$ cat src/hdl/slpc_pkg.sv
// Shared types, constants and status presets for the status LED pattern controller.
package slpc_pkg;

    localparam int KIND_W   = 3;
    localparam int CODE_W   = 3;
    localparam int LEVEL_W  = 8;
    localparam int TIME_W   = 16;
    localparam int SEG_W    = 3;
    localparam int OTMR_W   = 11;

    typedef enum logic [2:0] {
        KIND_TICK    = 3'd0,
        KIND_STATUS  = 3'd1,
        KIND_SUCCESS = 3'd2,
        KIND_ERROR   = 3'd3,
        KIND_BLINK   = 3'd4,
        KIND_COLOR   = 3'd5,
        KIND_OFF     = 3'd6
    } kind_t;

    typedef enum logic [1:0] {
        MODE_OFF   = 2'd0,
        MODE_SOLID = 2'd1,
        MODE_BLINK = 2'd2
    } mode_t;

    typedef enum logic [1:0] {
        OVR_NONE    = 2'd0,
        OVR_SUCCESS = 2'd1,
        OVR_ERROR   = 2'd2
    } ovr_t;

    localparam logic [CODE_W-1:0] ST_AP         = 3'd0;
    localparam logic [CODE_W-1:0] ST_CONNECTING = 3'd1;
    localparam logic [CODE_W-1:0] ST_NORMAL     = 3'd2;
    localparam logic [CODE_W-1:0] ST_REQUEST    = 3'd3;
    localparam logic [CODE_W-1:0] ST_RESET_WARN = 3'd4;
    localparam logic [CODE_W-1:0] ST_FACTORY    = 3'd5;

    localparam logic [LEVEL_W-1:0] FLASH_LEVEL = 8'd40;
    localparam logic [OTMR_W-1:0]  SHORT_MS    = 11'd100;
    localparam logic [OTMR_W-1:0]  LONG_MS     = 11'd1000;
    localparam logic [OTMR_W-1:0]  ERR_SEG_MS  = 11'd200;

    typedef struct packed {
        logic                 valid;
        mode_t                mode;
        logic [LEVEL_W-1:0]   red;
        logic [LEVEL_W-1:0]   green;
        logic [LEVEL_W-1:0]   blue;
        logic [TIME_W-1:0]    on_ms;
        logic [TIME_W-1:0]    off_ms;
    } preset_t;

    function automatic preset_t status_preset(input logic [CODE_W-1:0] code);
        preset_t p;
        p = '{valid: 1'b0, mode: MODE_OFF, red: '0, green: '0, blue: '0,
              on_ms: '0, off_ms: '0};
        unique case (code)
            ST_AP:         p = '{1'b1, MODE_BLINK, 8'd0, 8'd0, 8'd30, 16'd1000, 16'd1000};
            ST_CONNECTING: p = '{1'b1, MODE_BLINK, 8'd30, 8'd20, 8'd0, 16'd200, 16'd200};
            ST_NORMAL:     p = '{1'b1, MODE_SOLID, 8'd0, 8'd25, 8'd0, 16'd0, 16'd0};
            ST_REQUEST:    p = '{1'b1, MODE_BLINK, 8'd0, 8'd20, 8'd30, 16'd150, 16'd150};
            ST_RESET_WARN: p = '{1'b1, MODE_BLINK, 8'd40, 8'd0, 8'd0, 16'd100, 16'd100};
            ST_FACTORY:    p = '{1'b1, MODE_SOLID, 8'd40, 8'd0, 8'd0, 16'd0, 16'd0};
            default: p.valid = 1'b0;
        endcase
        return p;
    endfunction

endpackage

$ cat src/hdl/slpc_if.sv
// Command and LED result channel interfaces for the status LED pattern controller.
interface slpc_cmd_if;
    logic                           valid;
    logic                           ready;
    logic [slpc_pkg::KIND_W-1:0]    kind;
    logic [slpc_pkg::CODE_W-1:0]    status_code;
    logic [slpc_pkg::LEVEL_W-1:0]   red_in;
    logic [slpc_pkg::LEVEL_W-1:0]   green_in;
    logic [slpc_pkg::LEVEL_W-1:0]   blue_in;
    logic [slpc_pkg::TIME_W-1:0]    on_time;
    logic [slpc_pkg::TIME_W-1:0]    off_time;

    modport source (output valid, kind, status_code, red_in, green_in, blue_in,
                    on_time, off_time, input ready);
    modport sink   (input valid, kind, status_code, red_in, green_in, blue_in,
                    on_time, off_time, output ready);
endinterface

interface slpc_led_if;
    logic                           valid;
    logic                           ready;
    logic [slpc_pkg::LEVEL_W-1:0]   red_out;
    logic [slpc_pkg::LEVEL_W-1:0]   green_out;
    logic [slpc_pkg::LEVEL_W-1:0]   blue_out;
    logic                           override_busy;

    modport source (output valid, red_out, green_out, blue_out, override_busy,
                    input ready);
    modport sink   (input valid, red_out, green_out, blue_out, override_busy,
                    output ready);
endinterface

$ cat src/hdl/status_led_pattern_controller_core.sv
// Top level of the status LED pattern controller: pattern state, override sequencer and output.
//
// The cmd channel carries one transaction per event: a 1 ms tick, a status
// code, a success or error signal, a blink time setting, a color setting or
// an off command. For every accepted cmd transaction exactly one transaction
// appears on the led channel, holding the color shown after that event and
// a flag that is high while a success or error sequence is showing.
// The state update and the shown color are computed in the accepting cycle
// and the result register presents them on the next. Throughput is one
// transaction per cycle while led.ready is high; the single result register
// sets that figure. cmd.ready is high whenever the result register is empty
// or is being emptied in the same cycle, so a stalled receiver holds the
// result and pauses the cmd channel without losing or repeating anything.
// Reset clears the pattern to off, cancels any override and empties the
// result register. ERROR_FLASHES sets the number of red flashes of the error
// sequence (1 to 8).
module status_led_pattern_controller_core #(
    parameter int ERROR_FLASHES = 3
) (
    input  logic          clk,
    input  logic          rst_n,
    slpc_cmd_if.sink      cmd,
    slpc_led_if.source    led
);

    localparam logic [slpc_pkg::SEG_W-1:0] ErrLast = slpc_pkg::SEG_W'(ERROR_FLASHES - 1);

    slpc_pkg::mode_t                  mode_reg, mode_next;
    logic [slpc_pkg::LEVEL_W-1:0]     pat_red_reg, pat_red_next;
    logic [slpc_pkg::LEVEL_W-1:0]     pat_green_reg, pat_green_next;
    logic [slpc_pkg::LEVEL_W-1:0]     pat_blue_reg, pat_blue_next;
    logic [slpc_pkg::TIME_W-1:0]      on_dur_reg, on_dur_next;
    logic [slpc_pkg::TIME_W-1:0]      off_dur_reg, off_dur_next;
    logic                             off_phase_reg, off_phase_next;
    logic [slpc_pkg::TIME_W-1:0]      phase_tmr_reg, phase_tmr_next;
    slpc_pkg::ovr_t                   ovr_kind_reg, ovr_kind_next;
    logic [slpc_pkg::SEG_W-1:0]       ovr_seg_reg, ovr_seg_next;
    logic [slpc_pkg::OTMR_W-1:0]      ovr_tmr_reg, ovr_tmr_next;

    logic                             out_valid_reg;
    logic [slpc_pkg::LEVEL_W-1:0]     out_red_reg, out_red_next;
    logic [slpc_pkg::LEVEL_W-1:0]     out_green_reg, out_green_next;
    logic [slpc_pkg::LEVEL_W-1:0]     out_blue_reg, out_blue_next;
    logic                             out_busy_reg;

    logic                             accept;
    slpc_pkg::preset_t                preset;
    logic [slpc_pkg::OTMR_W-1:0]      ovr_limit;
    logic [slpc_pkg::SEG_W-1:0]       ovr_last;
    logic [slpc_pkg::OTMR_W-1:0]      ovr_tmr_inc;
    logic [slpc_pkg::TIME_W:0]        phase_inc;
    logic [slpc_pkg::TIME_W-1:0]      phase_dur;

    assign cmd.ready = !out_valid_reg || led.ready;
    assign accept    = cmd.valid && cmd.ready;
    assign preset    = slpc_pkg::status_preset(cmd.status_code);

    assign ovr_limit   = (ovr_kind_reg == slpc_pkg::OVR_SUCCESS)
                         ? ((ovr_seg_reg == '0) ? slpc_pkg::SHORT_MS : slpc_pkg::LONG_MS)
                         : slpc_pkg::ERR_SEG_MS;
    assign ovr_last    = (ovr_kind_reg == slpc_pkg::OVR_SUCCESS)
                         ? slpc_pkg::SEG_W'(1) : ErrLast;
    assign ovr_tmr_inc = ovr_tmr_reg + 1'b1;
    assign phase_dur   = off_phase_reg ? off_dur_reg : on_dur_reg;
    assign phase_inc   = {1'b0, phase_tmr_reg} + 1'b1;

    always_comb
    begin
        mode_next      = mode_reg;
        pat_red_next   = pat_red_reg;
        pat_green_next = pat_green_reg;
        pat_blue_next  = pat_blue_reg;
        on_dur_next    = on_dur_reg;
        off_dur_next   = off_dur_reg;
        off_phase_next = off_phase_reg;
        phase_tmr_next = phase_tmr_reg;
        ovr_kind_next  = ovr_kind_reg;
        ovr_seg_next   = ovr_seg_reg;
        ovr_tmr_next   = ovr_tmr_reg;

        unique case (slpc_pkg::kind_t'(cmd.kind))
            slpc_pkg::KIND_TICK:
            begin
                if (ovr_kind_reg != slpc_pkg::OVR_NONE)
                begin
                    if (ovr_tmr_inc >= ovr_limit)
                    begin
                        ovr_tmr_next = '0;
                        if (ovr_seg_reg >= ovr_last)
                        begin
                            ovr_kind_next  = slpc_pkg::OVR_NONE;
                            ovr_seg_next   = '0;
                            off_phase_next = 1'b0;
                            phase_tmr_next = '0;
                        end
                        else
                        begin
                            ovr_seg_next = ovr_seg_reg + 1'b1;
                        end
                    end
                    else
                    begin
                        ovr_tmr_next = ovr_tmr_inc;
                    end
                end
                else if (mode_reg == slpc_pkg::MODE_BLINK && on_dur_reg != '0
                         && off_dur_reg != '0)
                begin
                    if (phase_inc >= {1'b0, phase_dur})
                    begin
                        phase_tmr_next = '0;
                        off_phase_next = !off_phase_reg;
                    end
                    else
                    begin
                        phase_tmr_next = phase_inc[slpc_pkg::TIME_W-1:0];
                    end
                end
            end
            slpc_pkg::KIND_STATUS:
            begin
                if (preset.valid)
                begin
                    mode_next      = preset.mode;
                    pat_red_next   = preset.red;
                    pat_green_next = preset.green;
                    pat_blue_next  = preset.blue;
                    on_dur_next    = preset.on_ms;
                    off_dur_next   = preset.off_ms;
                end
                off_phase_next = 1'b0;
                phase_tmr_next = '0;
            end
            slpc_pkg::KIND_SUCCESS:
            begin
                ovr_kind_next = slpc_pkg::OVR_SUCCESS;
                ovr_seg_next  = '0;
                ovr_tmr_next  = '0;
            end
            slpc_pkg::KIND_ERROR:
            begin
                ovr_kind_next = slpc_pkg::OVR_ERROR;
                ovr_seg_next  = '0;
                ovr_tmr_next  = '0;
            end
            slpc_pkg::KIND_BLINK:
            begin
                mode_next      = slpc_pkg::MODE_BLINK;
                on_dur_next    = cmd.on_time;
                off_dur_next   = cmd.off_time;
                off_phase_next = 1'b0;
                phase_tmr_next = '0;
            end
            slpc_pkg::KIND_COLOR:
            begin
                mode_next      = slpc_pkg::MODE_SOLID;
                pat_red_next   = cmd.red_in;
                pat_green_next = cmd.green_in;
                pat_blue_next  = cmd.blue_in;
                on_dur_next    = '0;
                off_dur_next   = '0;
                off_phase_next = 1'b0;
                phase_tmr_next = '0;
            end
            slpc_pkg::KIND_OFF:
            begin
                mode_next      = slpc_pkg::MODE_OFF;
                pat_red_next   = '0;
                pat_green_next = '0;
                pat_blue_next  = '0;
                on_dur_next    = '0;
                off_dur_next   = '0;
                off_phase_next = 1'b0;
                phase_tmr_next = '0;
            end
            default:
            begin
                mode_next = mode_reg;
            end
        endcase
    end

    always_comb
    begin
        out_red_next   = '0;
        out_green_next = '0;
        out_blue_next  = '0;
        priority if (ovr_kind_next == slpc_pkg::OVR_SUCCESS)
        begin
            if (ovr_seg_next != '0)
            begin
                out_green_next = slpc_pkg::FLASH_LEVEL;
            end
        end
        else if (ovr_kind_next == slpc_pkg::OVR_ERROR)
        begin
            if (ovr_tmr_next < slpc_pkg::SHORT_MS)
            begin
                out_red_next = slpc_pkg::FLASH_LEVEL;
            end
        end
        else if (mode_next == slpc_pkg::MODE_SOLID
                 || (mode_next == slpc_pkg::MODE_BLINK && on_dur_next != '0
                     && (off_dur_next == '0 || !off_phase_next)))
        begin
            out_red_next   = pat_red_next;
            out_green_next = pat_green_next;
            out_blue_next  = pat_blue_next;
        end
        else
        begin
            out_red_next   = '0;
            out_green_next = '0;
            out_blue_next  = '0;
        end
    end

    always_ff @(posedge clk or negedge rst_n)
    begin
        if (!rst_n)
        begin
            mode_reg      <= slpc_pkg::MODE_OFF;
            pat_red_reg   <= '0;
            pat_green_reg <= '0;
            pat_blue_reg  <= '0;
            on_dur_reg    <= '0;
            off_dur_reg   <= '0;
            off_phase_reg <= 1'b0;
            phase_tmr_reg <= '0;
            ovr_kind_reg  <= slpc_pkg::OVR_NONE;
            ovr_seg_reg   <= '0;
            ovr_tmr_reg   <= '0;
            out_valid_reg <= 1'b0;
            out_busy_reg  <= 1'b0;
        end
        else
        begin
            if (accept)
            begin
                mode_reg      <= mode_next;
                pat_red_reg   <= pat_red_next;
                pat_green_reg <= pat_green_next;
                pat_blue_reg  <= pat_blue_next;
                on_dur_reg    <= on_dur_next;
                off_dur_reg   <= off_dur_next;
                off_phase_reg <= off_phase_next;
                phase_tmr_reg <= phase_tmr_next;
                ovr_kind_reg  <= ovr_kind_next;
                ovr_seg_reg   <= ovr_seg_next;
                ovr_tmr_reg   <= ovr_tmr_next;
                out_busy_reg  <= (ovr_kind_next != slpc_pkg::OVR_NONE);
                out_valid_reg <= 1'b1;
            end
            else if (led.ready)
            begin
                out_valid_reg <= 1'b0;
            end
        end
    end

    always_ff @(posedge clk)
    begin
        if (accept)
        begin
            out_red_reg   <= out_red_next;
            out_green_reg <= out_green_next;
            out_blue_reg  <= out_blue_next;
        end
    end

    assign led.valid         = out_valid_reg;
    assign led.red_out       = out_red_reg;
    assign led.green_out     = out_green_reg;
    assign led.blue_out      = out_blue_reg;
    assign led.override_busy = out_busy_reg;

`ifndef NO_ASSERTIONS
    a_busy_matches_state: assert property (@(posedge clk) disable iff (!rst_n)
        accept |=> (led.override_busy == (ovr_kind_reg != slpc_pkg::OVR_NONE)))
        else $error("override_busy disagrees with the override state");

    a_no_accept_when_held: assert property (@(posedge clk) disable iff (!rst_n)
        (led.valid && !led.ready) |-> !cmd.ready)
        else $error("command accepted while a result transaction is stalled");

    a_success_bounds: assert property (@(posedge clk) disable iff (!rst_n)
        (ovr_kind_reg == slpc_pkg::OVR_SUCCESS)
        |-> (ovr_seg_reg <= 3'd1 && ovr_tmr_reg < slpc_pkg::LONG_MS))
        else $error("success sequence segment or timer out of range");

    a_error_bounds: assert property (@(posedge clk) disable iff (!rst_n)
        (ovr_kind_reg == slpc_pkg::OVR_ERROR)
        |-> (ovr_seg_reg <= ErrLast && ovr_tmr_reg < slpc_pkg::ERR_SEG_MS))
        else $error("error sequence segment or timer out of range");

    a_phase_bound: assert property (@(posedge clk) disable iff (!rst_n)
        (mode_reg == slpc_pkg::MODE_BLINK && on_dur_reg != '0 && off_dur_reg != '0)
        |-> (phase_tmr_reg < phase_dur))
        else $error("blink phase timer passed its phase length");
`endif

endmodule

$ cat src/flat_wrapper.sv
// flat-port wrapper written by rule: the top's interface ports become plain ports
module status_led_pattern_controller_core_flat 
#(
    parameter int ERROR_FLASHES = 3
)
  (clk, rst_n, cmd_valid, cmd_kind, cmd_status_code, cmd_red_in, cmd_green_in, cmd_blue_in, cmd_on_time, cmd_off_time, cmd_ready, led_valid, led_red_out, led_green_out, led_blue_out, led_override_busy, led_ready);
  slpc_cmd_if cmd_i ();
  slpc_led_if led_i ();
  input  logic clk;
  input  logic rst_n;
  input wire logic [$bits(cmd_i.valid)-1:0] cmd_valid;
  input wire logic [$bits(cmd_i.kind)-1:0] cmd_kind;
  input wire logic [$bits(cmd_i.status_code)-1:0] cmd_status_code;
  input wire logic [$bits(cmd_i.red_in)-1:0] cmd_red_in;
  input wire logic [$bits(cmd_i.green_in)-1:0] cmd_green_in;
  input wire logic [$bits(cmd_i.blue_in)-1:0] cmd_blue_in;
  input wire logic [$bits(cmd_i.on_time)-1:0] cmd_on_time;
  input wire logic [$bits(cmd_i.off_time)-1:0] cmd_off_time;
  output wire logic [$bits(cmd_i.ready)-1:0] cmd_ready;
  output wire logic [$bits(led_i.valid)-1:0] led_valid;
  output wire logic [$bits(led_i.red_out)-1:0] led_red_out;
  output wire logic [$bits(led_i.green_out)-1:0] led_green_out;
  output wire logic [$bits(led_i.blue_out)-1:0] led_blue_out;
  output wire logic [$bits(led_i.override_busy)-1:0] led_override_busy;
  input wire logic [$bits(led_i.ready)-1:0] led_ready;
  assign cmd_i.valid = cmd_valid;
  assign cmd_i.kind = cmd_kind;
  assign cmd_i.status_code = cmd_status_code;
  assign cmd_i.red_in = cmd_red_in;
  assign cmd_i.green_in = cmd_green_in;
  assign cmd_i.blue_in = cmd_blue_in;
  assign cmd_i.on_time = cmd_on_time;
  assign cmd_i.off_time = cmd_off_time;
  assign cmd_ready = cmd_i.ready;
  assign led_valid = led_i.valid;
  assign led_red_out = led_i.red_out;
  assign led_green_out = led_i.green_out;
  assign led_blue_out = led_i.blue_out;
  assign led_override_busy = led_i.override_busy;
  assign led_i.ready = led_ready;
  status_led_pattern_controller_core #(.ERROR_FLASHES(ERROR_FLASHES)) u_core (.clk(clk), .rst_n(rst_n), .cmd(cmd_i), .led(led_i));
endmodule
$ cat config.mk
export PLATFORM = sky130hd
export DESIGN_NAME = status_led_pattern_controller_core_flat
export DESIGN_NICKNAME = d
export VERILOG_FILES = /design/src/hdl/slpc_pkg.sv /design/src/hdl/slpc_if.sv /design/src/hdl/status_led_pattern_controller_core.sv /design/src/flat_wrapper.sv
export SDC_FILE = /design/constraint.sdc
export NUM_CORES = 1
export LEC_CHECK = 0
export ABC_AREA = 1
export BUFFER_PORTS_ARGS = -buffer_cell sky130_fd_sc_hd__clkbuf_2
export CAP_MARGIN = 0
export CORE_MARGIN = 2
export CORE_UTILIZATION = 53
export DETAILED_ROUTE_END_ITERATION = 10
export MAX_ROUTING_LAYER = met4
export PLACE_DENSITY = 0.77
export SETUP_SLACK_MARGIN = 0.05
export SLEW_MARGIN = 20
export SYNTH_ARGS = -nofsm -noshare
export SYNTH_HDL_FRONTEND = slang
export SYNTH_SLANG_ARGS = --single-unit
export TNS_END_PERCENT = 1
$ cat constraint.sdc
create_clock -name clk -period 3.6 [get_ports clk]
set_input_delay 0.54 -clock clk [delete_from_list [all_inputs] [get_ports clk]]
set_output_delay 0.54 -clock clk [all_outputs]
set_load 0.05 [all_outputs]
# After elaboration in Yosys (flattened, before gate mapping)
# Index checks and enable logic that the tools add are counted.
[word_totals] out_inout_bits=27 in_bits=66 reg_bits=117 wordCells=123
[classes] mux=50 reduce_logical=29 addsub=3 n_lt_le_gt_ge=4 n_bitwise=1 n_eq_ne=20
[ops] operator="$pmux 58 s6" n=1
[ops] operator="$mux 16" n=8
[ops] operator="$pmux 16 s3" n=2
[ops] operator="$pmux 8 s3" n=3
[ops] operator="$mux 8" n=8
[ops] operator="$reduce_bool 16->1" n=3
[ops] operator="$mux 11" n=3
[ops] operator="$pmux 16 s2" n=1
[ops] operator="$pmux 11 s2" n=1
[ops] operator="$add 16x1->17 const B" n=1
[ops] operator="$ge 17x16->1" n=1
[ops] operator="$logic_not 16->1" n=1
[ops] operator="$eq 3x3->1 const B" n=5
[ops] operator="$eq 3x2->1 const B" n=4
[ops] operator="$mux 6" n=2
[ops] operator="$add 11x1->11 const B" n=1
[ops] operator="$ge 11x11->1" n=1
[ops] operator="$lt 11x7->1 const B" n=1
[ops] operator="$mux 10" n=1
[ops] operator="$mux 2" n=5
[ops] operator="$logic_not 3->1" n=3
[ops] operator="$mux 3" n=3
[ops] operator="$mux 1" n=8
[ops] operator="$pmux 2 s4" n=1
[ops] operator="21 further kinds" n=39

# Depth between registers and ports, before layout
[depth] word_depth=14 ltp_mapped=29

# Worst setup path before layout
# No wires, ideal clock.
[synth_timing] path_kind="register to register" from="register u_core.phase_tmr_reg[2] (netlist name)" to="register u_core.out_blue_reg (netlist bit u_core.led.blue_out[0]) (data pin)" path_slack_ns=0.174 arrival_ns=3.175 required_time_ns=3.348 stages_incl_launch_ff=26 path_cell_list="dfrtp_1 nand3_1 nor2_1 nand2_1 nor2_1 inv_1 nor3_1 nand4_1 nor3_1 xor2_1 inv_1 ha_1 nand4_1 nor4_1 nand2_1 nand3_1 nand3_1 nand3_1 nand2_1 nand2_1 nand2_1 nand2_1 nand2_2 nand2_2 buf_6 nor2_2"
[synth_between] elab_chain_cells=12
[synth_rtl] element="from (decl)" line="status_led_pattern_controller_core.sv:35" source="logic [slpc_pkg::TIME_W-1:0] phase_tmr_reg, phase_tmr_next;"
[synth_rtl] element="from (signal assigned)" line="status_led_pattern_controller_core.sv:247" source="phase_tmr_reg <= phase_tmr_next;"
[synth_rtl] element="$add 16x1->17" line="status_led_pattern_controller_core.sv:65" source="assign phase_inc = {1'b0, phase_tmr_reg} + 1'b1;"
[synth_rtl] element="$ge 17x16->1" line="status_led_pattern_controller_core.sv:109" source="if (phase_inc >= {1'b0, phase_dur})"
[synth_rtl] element="$mux 1" line="status_led_pattern_controller_core.sv:109"
[synth_rtl] element="$mux 1" line="status_led_pattern_controller_core.sv:106" source="else if (mode_reg == slpc_pkg::MODE_BLINK && on_dur_reg != '0"
[synth_rtl] element="$mux 1" line="status_led_pattern_controller_core.sv:84" source="if (ovr_kind_reg != slpc_pkg::OVR_NONE)"
[synth_rtl] element="$pmux 1 s2" line="status_led_pattern_controller_core.sv:81" source="unique case (slpc_pkg::kind_t'(cmd.kind))"
[synth_rtl] element="$logic_not 1->1" line="status_led_pattern_controller_core.sv:204" source="&& (off_dur_next == '0 || !off_phase_next)))"
[synth_rtl] element="$logic_or 1x1->1" line="status_led_pattern_controller_core.sv:204"
[synth_rtl] element="$logic_and 1x1->1" line="status_led_pattern_controller_core.sv:204"
[synth_rtl] element="$logic_or 1x1->1" line="status_led_pattern_controller_core.sv:203" source="|| (mode_next == slpc_pkg::MODE_BLINK && on_dur_next != '0"
[synth_rtl] element="$not 1->1 (no line)"
[synth_rtl] element="$reduce_or 3->1 (no line)"
[synth_rtl] element="to (signal assigned)" line="status_led_pattern_controller_core.sv:267" source="out_blue_reg <= out_blue_next;"
[synth_rtl] element="to (decl)" line="status_led_pattern_controller_core.sv:43" source="logic [slpc_pkg::LEVEL_W-1:0] out_blue_reg, out_blue_next;"
# No other way between the ends.
# A chain may end at the register's enable or synchronous reset.

# Final worst setup path
[layout_timing] from="register u_core.phase_tmr_reg[1] (netlist name)" to="register u_core.out_red_reg (netlist bit u_core.led.red_out[0]) (data pin)"
[layout_between] elab_chain_cells=12
[layout_rtl] element="$add 16x1->17" line="status_led_pattern_controller_core.sv:65"
[layout_rtl] element="$ge 17x16->1" line="status_led_pattern_controller_core.sv:109"
[layout_rtl] element="$mux 1" line="status_led_pattern_controller_core.sv:109"
[layout_rtl] element="$mux 1" line="status_led_pattern_controller_core.sv:106"
[layout_rtl] element="$mux 1" line="status_led_pattern_controller_core.sv:84"
[layout_rtl] element="$pmux 1 s2" line="status_led_pattern_controller_core.sv:81"
[layout_rtl] element="$logic_not 1->1" line="status_led_pattern_controller_core.sv:204"
[layout_rtl] element="$logic_or 1x1->1" line="status_led_pattern_controller_core.sv:204"
[layout_rtl] element="$logic_and 1x1->1" line="status_led_pattern_controller_core.sv:204"
[layout_rtl] element="$logic_or 1x1->1" line="status_led_pattern_controller_core.sv:203"
[layout_rtl] element="$mux 8" line="status_led_pattern_controller_core.sv:202" source="else if (mode_next == slpc_pkg::MODE_SOLID"
[layout_rtl] element="$mux 8" line="status_led_pattern_controller_core.sv:195" source="else if (ovr_kind_next == slpc_pkg::OVR_ERROR)"
[layout_rtl] element="to (signal assigned)" line="status_led_pattern_controller_core.sv:265" source="out_red_reg <= out_red_next;"
[layout_rtl] element="to (decl)" line="status_led_pattern_controller_core.sv:41" source="logic [slpc_pkg::LEVEL_W-1:0] out_red_reg, out_red_next;"
# No other way between the ends.

==> results.cfg <==
[power_and_ir_drop]
power.share.clock_pct = 39.4
power_switching_uw = 1460
p_comb_share_pct = 25.2
p_total_uw = 4530
p_seq_share_pct = 35.4
switching_share_pct = 32.3
power.internal_uw = 3070
cellLeakagePower_uw = 0.00440
p_per_area_nw_per_um2 = 509
ir_worst_vdd_mv = 0.376

[clock_network]
root_buffer = clkbuf_16
htree_levels = 4
path_clk_slew_ps = 50
clock_latency_ps = 430
clkSinkCount = 117
cts_tree = built
cts_made_buffers = 17
cts_buffer_depth = 2

[routing]
vias_per_cell = 5.56
via_count = 6966
drt_iter0_drc = 734
detail-route-antenna-nets = 0
wl_per_cell_microns = 15.7
post-route-drc-count = 0
wirelength_microns = 19700
firstDrtPassIters = 6

[synth]
yosysTopAreaCell = dfrtp_1
synth_top_area_share_pct = 31.9
syn_area_sq_um = 7290
ys_seq_elements = 117
synth_edf_count = 24
yosys.cell_types.count = 50
ys.flop_type = dfrtp_1
synth_seq_area_share_pct = 41.8
synth_async_sr_flop_share_pct = 79.5
synth.area.top_cells = dfrtp_1, nand2_1, edfxtp_1, inv_1, o21ai_0
postSynthCellCount = 953
synthesis.nets = 1047
synth_warnings = 0
synth.avg_cell_area_sq_um = 7.65

[setup_path]
endpoint_kind = flop
crit_path_start_kind = flop
critical_path_class = flop to flop
cp.arrival_ps = 3830
crit_required_ps = 3780
crit_fanout = 5

[run_status]
status = finished, violations left
violations = setup timing

[flow_run]
drv_cap = 0

[cells_and_area]
diodes = 0
syn_to_final_growth_pct = 22.0
drive_gt1_share_pct = 19.7
final_core_util_pct = 66.7
final_common_cell = nand2_1
mostFrequentLayoutCells = nand2_1, inv_1, o21ai_0
nets = 1159

[sta]
slew_headroom_pct = 49.3
rsz0062_at_grt = yes
worst_slew_pin_slew_ps = 757
period_share_pct = 101
timing.final.ws_setup_ps = -50.8
whs_ps = 107
finalHoldViolations = 0
final.setup_skew_ps = 5.81
layout_min_cycle_time_ps = 3650
final_max_slew_viol_count = 0
fmax_mhz = 274
setup_viol = 20

[global_route]
antenna_found_initial = 0
grt_pass1_vias = 6623
grt_max_degree = 82
grt_overflow = 0
grt_usage_pct = 27.9
grt_pass1_wl_microns = 31200

[placed_design]
numPortBuffers = 92
post-dp-hpwl_microns = 13500
pre_cts_slack_ps = -101
place_congestion = 0.935

[die]
fp.dieW_microns = 121
pin_count = 93
die_y_microns = 121
start_util_pct = 54.6
core_area_sq_um = 13300
dieArea_sq_um = 14700
rows = 42

[min_path]
holdCritPathClass = input pin to asynchronous set/reset pin
==> power by group through the flow <==
stage / Combinational (uW) / Clock [uW] / Sequential [uW]
after floorplan: 654 / 0 / 1700
after global placement: 1030 / 0 / 1620
after detailed placement: 1050 / 0 / 1620
after CTS: 1090 / 1810 / 1600
after global routing: 1270 / 1860 / 1620
final: 1140 / 1790 / 1610
==> per-stage QoR <==
| stage | std cells | area, sq um | TNS [ps] |
|---|---|---|---|
| 4_1_cts | 1251 | 8770 | 0 |
| 3_5_place_dp | 1218 | 8080 | -1630 |
| 5_1_grt | 1254 | 8900 | -9960 |
| 2_1_floorplan | 953 | 7290 | 0 |
| 3_3_place_gp | 1218 | 8080 | 0 |
| 6_report | 1254 | 8900 | -749 |
==> final timing paths <==
path | start | slack [ps] | to | cells past startpoint
worst min register to register | u_core.pat_red_reg[4] | 500 | u_core.pat_red_reg[4] | 2
worst max register to register | u_core.phase_tmr_reg[1] | -50 | u_core.led.red_out[0] | 25
min in group clk | led_ready | 420 | u_core.led.valid | 4
worst max-delay path | u_core.phase_tmr_reg[1] | -50 | u_core.led.red_out[0] | 25
worst min-delay path | rst_n | 110 | u_core.ovr_tmr_reg[5] | 1
max in group asynchronous | rst_n | 2720 | u_core.on_dur_reg[11] | 2
==> per-layer routing <==
metal | track usage [%] | vias up | wire length (microns)
met4 | 10.7 | 0 | 553
li1 | - | 3391 | -
met3 | 5.08 | 45 | 1490
met5 | - | - | 0
met1 | 36.6 | 3236 | 8340
met2 | 43.4 | 294 | 9300
==> timing repair <==
item                       4_1_cts  5_1_grt
resized for setup                8       16
setup endpoints to repair       24       39
cloned                           1        1
hold buffers                     0        0
buffers inserted                 0        2
pin swaps                        4       14
==> logic make-up after synthesis <==
family          share of synthesized area [%]
flops                                    41.8
buf+inv                                  11.2
simple gates                             23.2
mux                                     0.137
compound gates                           17.0
xor+xnor                                 1.92
fa+ha+maj                                4.80
==> synthesized netlist by cell type, types with 2 or more instances <==
library cell  instances
nand2_1             216
inv_1               166
o21ai_0              99
dfrtp_1              93
nor2_1               63
nand3_1              37
o22ai_1              33
ha_1                 28
edfxtp_1             24
a21oi_1              22
clkbuf_1             21
xor2_1               16
nand4_1              13
nor3_1               13
a221oi_1             11
nor2_2               11
nor4_1                9
o2bb2ai_1             9
o211ai_1              8
buf_6                 5
inv_2                 5
nand3b_1              4
o221ai_1              4
a22oi_1               3
buf_1                 3
buf_2                 3
nand2_2               3
nand3_2               3
o21a_1                3
a221o_1               2
nor3_4                2
nor3b_1               2
o2111ai_1             2
==> cell type report <==
type / instances / area, sq um
clock inverters: 11 / 148
clock buffers: 21 / 482
flip-flops and latches: 117 / 3050
fillers: 1111 / 4450
multi-input cells: 631 / 3550
inverters: 171 / 642
repair buffers: 127 / 805
well taps: 176 / 220
==> worst max-delay path, cell delays in order, from the launching register on <==
cell	delay, ps
dfrtp_1	400
nand3_2	110
nor2_2	110
nand2_1	80
nor2_2	90
inv_2	60
nor3_2	170
nand4_1	170
nor3_2	230
xor2_1	260
inv_1	110
ha_4	290
nand4_1	120
nor4_2	170
nand2_1	90
nand3_2	110
nand3_1	70
nand3_1	80
nand2_1	60
nand2_1	80
nand2_1	50
nand2_1	60
nand2_2	80
nand2_4	140
clkbuf_16	160
nor2_1	50
No activity file was read; power rests on OpenSTA's default activity.
